## src/sv/kfa_pkg.sv

```systemverilog
// Shared types and constants for the scalar Kalman angle filter.
package kfa_pkg;

  localparam int unsigned DataW  = 32;
  localparam int unsigned GainW  = 17;
  localparam int unsigned VarW   = 33;
  localparam int unsigned SumW   = 34;
  localparam int unsigned AddrW  = 3;

  localparam logic [GainW-1:0] GainOne = 17'h10000;

  localparam logic [DataW-1:0] TimeStepRst  = 32'd655;
  localparam logic [DataW-1:0] ProcNoiseRst = 32'd66;
  localparam logic [DataW-1:0] MeasNoiseRst = 32'd6554;
  localparam logic [DataW-1:0] InitAngleRst = 32'd0;
  localparam logic [DataW-1:0] InitVarRst   = 32'd65536;

  typedef enum logic [AddrW-1:0] {
    REG_TIME_STEP    = 3'd0,
    REG_PROC_NOISE   = 3'd1,
    REG_MEAS_NOISE   = 3'd2,
    REG_INIT_ANGLE   = 3'd3,
    REG_INIT_VAR     = 3'd4
  } kfa_reg_e;

  typedef struct packed {
    logic             done;
    logic [GainW-1:0] quot;
  } kfa_div_res_t;

endpackage

```

## src/sv/kfa_div.sv

```systemverilog
// Restoring divider for the gain: floor(num * 2^16 / den), one quotient bit a cycle.
module kfa_div (
  input  logic                        clk_i,
  input  logic                        rst_ni,
  input  logic                        start_i,
  input  logic [kfa_pkg::VarW-1:0]    num_i,
  input  logic [kfa_pkg::SumW-1:0]    den_i,
  output kfa_pkg::kfa_div_res_t       res_o
);

  localparam int unsigned RemW = kfa_pkg::SumW + 1;

  logic [RemW-1:0]              rem_q;
  logic [kfa_pkg::SumW-1:0]     den_q;
  logic [kfa_pkg::GainW-1:0]    quot_q;
  logic [4:0]                   cnt_q;
  logic                         done_q;
  logic                         ge;
  logic [RemW-1:0]              rem_sub;

  assign ge      = rem_q >= {1'b0, den_q};
  assign rem_sub = ge ? (rem_q - {1'b0, den_q}) : rem_q;

  always_ff @(posedge clk_i or negedge rst_ni) begin
    if (!rst_ni) begin
      cnt_q  <= '0;
      done_q <= 1'b0;
    end else if (start_i) begin
      cnt_q  <= 5'(kfa_pkg::GainW);
      done_q <= 1'b0;
    end else if (cnt_q != '0) begin
      cnt_q  <= cnt_q - 5'd1;
      done_q <= (cnt_q == 5'd1);
    end else begin
      done_q <= 1'b0;
    end
  end

  always_ff @(posedge clk_i) begin
    if (start_i) begin
      rem_q  <= {2'b00, num_i};
      den_q  <= den_i;
      quot_q <= '0;
    end else if (cnt_q != '0) begin
      // remainder stays below den, so the top bit dropped by the shift is zero
      rem_q  <= {rem_sub[RemW-2:0], 1'b0};
      quot_q <= {quot_q[kfa_pkg::GainW-2:0], ge};
    end
  end

  // zero divisor gives a zero gain
  assign res_o.done = done_q;
  assign res_o.quot = (den_q == '0) ? '0 : quot_q;

endmodule

```

## config.mk

```make
export PLATFORM = sky130hd
export DESIGN_NAME = kfa_div
export DESIGN_NICKNAME = d
export VERILOG_FILES = /design/src/sv/kfa_pkg.sv /design/src/sv/kfa_div.sv
export SDC_FILE = /design/constraint.sdc
export NUM_CORES = 1
export LEC_CHECK = 0
export ABC_AREA = 1
export BUFFER_PORTS_ARGS = -buffer_cell sky130_fd_sc_hd__buf_2
export CAP_MARGIN = 5
export CORE_MARGIN = 3
export CORE_UTILIZATION = 35
export CTS_BUF_LIST = sky130_fd_sc_hd__clkbuf_4 sky130_fd_sc_hd__clkbuf_8
export DETAILED_ROUTE_END_ITERATION = 6
export GPL_ROUTABILITY_DRIVEN = 0
export PLACE_DENSITY_LB_ADDON = 0.05
export REMOVE_ABC_BUFFERS = 1
export SLEW_MARGIN = 40
export SYNTH_ARGS = -nofsm -noshare
export SYNTH_HDL_FRONTEND = slang
export SYNTH_SLANG_ARGS = --single-unit
```

## constraint.sdc

```tcl
create_clock -name clk_i -period 2.2 [get_ports clk_i]
set_clock_uncertainty 0.1 [all_clocks]
set_input_delay 0.44 -clock clk_i [delete_from_list [all_inputs] [get_ports clk_i]]
set_output_delay 0.44 -clock clk_i [all_outputs]
set_load 0.05 [all_outputs]
```

==> key figures <==
Timing
  • RSZ-0062 raised after global routing: true
  • Final-report setup violation count: 52
  • Aggregate negative setup slack: -21.24 ns
  • Slew HR: 73.5%
  • Fin worst setup slack: -0.567 ns
  • Final hold vios: 0
  • Fin crit share: 126%
  • Final slew viol count: 0
  • Min Tclk post-route: approximately 2.8 ns
  • Fmax: between 300 and 400 MHz
  • Worst-Margin Slew: slightly below 0.4 ns
  • Hold Slack: about 0.12 ns

Floorplanning
  • Initial core utilization: 36.4%
  • Area of the core: 0.0176 mm²
  • Die extent in y: between 100 and 150 µm
  • Die footprint: 0.0200 mm²
  • Io pins: slightly below 90
  • Row cnt: 48
  • Die width: 141 µm

GRT
  • Grt total ovfl: 0
  • Overall Global Routing Usage: about 19%
  • Vias in the first global route: approximately 6,000
  • Largest net degree at the start of global routing: 80
  • First-pass GRT wire length: roughly 30,000 µm
  • Initial antenna violation count: 0

Clocking
  • TritonCTS clock tree: built
  • Worst-path clk slew: about 0.10 ns
  • Clk Latency, worst-skew pair: about 0.38 ns
  • H-Tree Level Count: 3
  • Inserted Clock Buffers: 9
  • Clock sinks: between 90 and 100
  • Clk Tree Root Cell: clkbuf_8
  • Clock tree buffer depth: 2

Setup path
  • Worst EP required: approximately 1.7 ns
  • CP Max Fanout: 17
  • Worst path cell trace: inv_1 -> nand4_1 -> nor4_2 -> buf_4 -> nand4_1 -> nor3_2 -> buf_12 -> nor2_1 -> buf_6
  • CP Class: register to output pin
  • R2R setup slack: -0.44 ns
  • Crit-path leading delay family: simple AND/OR/NAND/NOR gates
  • Crit-path most repeated cell: nand4_1
  • Critical path buffers and inverters: 4
  • Critical Path Max Stage Delay: around 0.38 ns
  • Crit-path slowest cell: edfxtp_1
  • Critical Path AT: roughly 2.2 ns
  • FF-to-FF Start: rem_q[23]$_DFFE_PP_
  • Worst R2R End: rem_q[12]$_DFFE_PP_
  • CP Launch Type: register
  • R2R cell count: 15
  • Worst setup EP type: output pin

Run status
  • Outcome: complete, but fails checks
  • Failing checks: negative setup slack

Routing
  • Routed via count: between 6,000 and 7,000
  • Antenna viol nets, final: 0
  • Drt total wl: 18,200 µm
  • DR DRC count: 0
  • 1st-pass router iterations: 5
  • WL/cell: ~14 µm
  • DR vias/cell: about 4.6
  • DR iter-0 viols: 273

Worst hold path
  • Worst Hold End: den_q[33]$_DFFE_PP_
  • Worst min path class: primary input to register
  • Min-Delay Startpoint: den_i[33]
  • Number of cells on the worst hold path: 1

Yosys
  • Mean Syn Cell Area: between 7 and 8 µm²
  • Synth Flop Type: edfxtp_1
  • Async SR Flop Fraction: under 10%
  • Post-Syn Instances: ~900
  • Count of cell types in the netlist: 37
  • Yosys warnings: 0
  • Seq/Total Area, Yosys: between 30% and 40%
  • FF+latch count, synth: 92
  • Cell area after synthesis: approximately 0.0064 mm²
  • Post-synth EDFFs: between 60 and 70

Pwr
  • Total power: 11.2 mW
  • Peak supply drop: roughly 540 µV
  • Leak: 4.34 nW
  • Power per cell area: approximately 1300 mW/mm²

Cells and area
  • Fillers: ~1,800
  • Post-route cell area: between 0.008 and 0.009 mm²
  • Area Growth Syn to Fin: 36.4%
  • Most frequent cells in the layout: nand2_1 (245), buf_4 (157), inv_1 (126), nor2_1 (78), buf_2 (70)
  • Fin cells: 1,345
  • Final net count: around 1,200
  • Diodes inserted: 0
  • Share of cells above drive strength 1: 29.7%
  • Commonest non-fill, non-tap cell in the layout: nand2_1

Placed design
  • Area post-placement: roughly 0.0083 mm²
  • Port Buffer Count: 87
  • Hpwl dp: roughly 14,000 µm
  • Placed cells: roughly 1,300

Flow run
  • Max Cap Viol: 0
## registers in the layout (all words and copies together), names as in the netlist
name	cells
cnt_q	5
den_q	34
done_q	1
quot_q	17
rem_q	35
## stage by stage
stage,util (%),setup slack [ns]
after floorplan,-,-0.578
after global placement,46.9,-0.411
after detailed placement,46.9,-0.399
after CTS,48.8,-0.628
after global routing,49.6,-0.699
final,49.6,-0.567
## area by class of cell
type,instances,area [µm²],area share [%]
clock buffers,11,139,1.59
clock inverters,5,35.0,0.401
inverters,138,518,5.93
multi-input cells,624,3390,38.8
flip-flops and latches,92,2540,29.1
well taps,225,282,3.22
repair buffers,250,1830,21.0
## cells by family (layout without fill, tap and decap cells)
logic type	Yosys count	in the layout	share of synthesized area (%)
AND/OR/NAND/NOR	440	440	29.1
buffers and inverters	160	404	10.1
AO/OA/AOI/OAI	127	127	10.9
flip-flops	92	92	39.7
adder cells (fa/ha/maj)	38	38	7.54
XOR/XNOR	19	19	2.60
## worst max path at each step
stage	from	to	slack [ns]	cells past startpoint
finish	den_q[17]$_DFFE_PP_	res_o[2]	-0.57	9
global route	den_q[22]$_DFFE_PP_	res_o[1]	-0.70	9
CTS	den_q[20]$_DFFE_PP_	res_o[14]	-0.63	9
detailed placement	rem_q[16]$_DFFE_PP_	rem_q[12]$_DFFE_PP_	-0.40	12
global placement	rem_q[16]$_DFFE_PP_	rem_q[3]$_DFFE_PP_	-0.41	12
floorplan	cnt_q[0]$_DFFE_PN0P_	rem_q[0]$_SDFFCE_PN0P_	-0.58	5
## what timing repair did
item / in CTS / in global routing
pin swaps: 0 / 0
endpoints found under the setup margin: 52 / 52
buffers inserted: 0 / 1
endpoints found under the hold margin: 6 / 0
hold buffers: 1 / 0
gates cloned: 0 / 0
gates resized for setup: 46 / 23
## report_power, final
| group | switching (mW) | internal, mW |
|---|---|---|
| Clock | 0.660 | 0.445 |
| Sequential | 0.271 | 2.38 |
| Combinational | 3.80 | 3.65 |
| Total | 4.73 | 6.47 |
## synth_stat cells (all sizes together), types with 6 or more instances
library cell,count,area (µm²)
nand2,258,988
inv,138,518
nor2,80,300
edfxtp,67,2010
nand3,59,310
o21ai,53,265
a21oi,51,267
ha,37,463
dfxtp,19,380
nand4,15,93.8
or2,15,93.8
xnor2,15,131
buf,12,92.6
clkbuf,10,37.5
o211ai,10,75.1
nor3,9,50.1
dfrtp,6,150
## routing by layer
| metal | vias up | track usage, % | part of all wire, % | wire length [µm] |
|---|---|---|---|---|
| met5 | - | 0 | 0 | 0 |
| met4 | 0 | 4.44 | 1.5 | 282 |
| met3 | 14 | 3.81 | 3.8 | 696 |
| met2 | 92 | 29.8 | 45 | 8180 |
| met1 | 2764 | 25.9 | 50 | 9030 |
| li1 | 3319 | - | - | - |
Note: power is estimated with default switching activity, not from simulation.
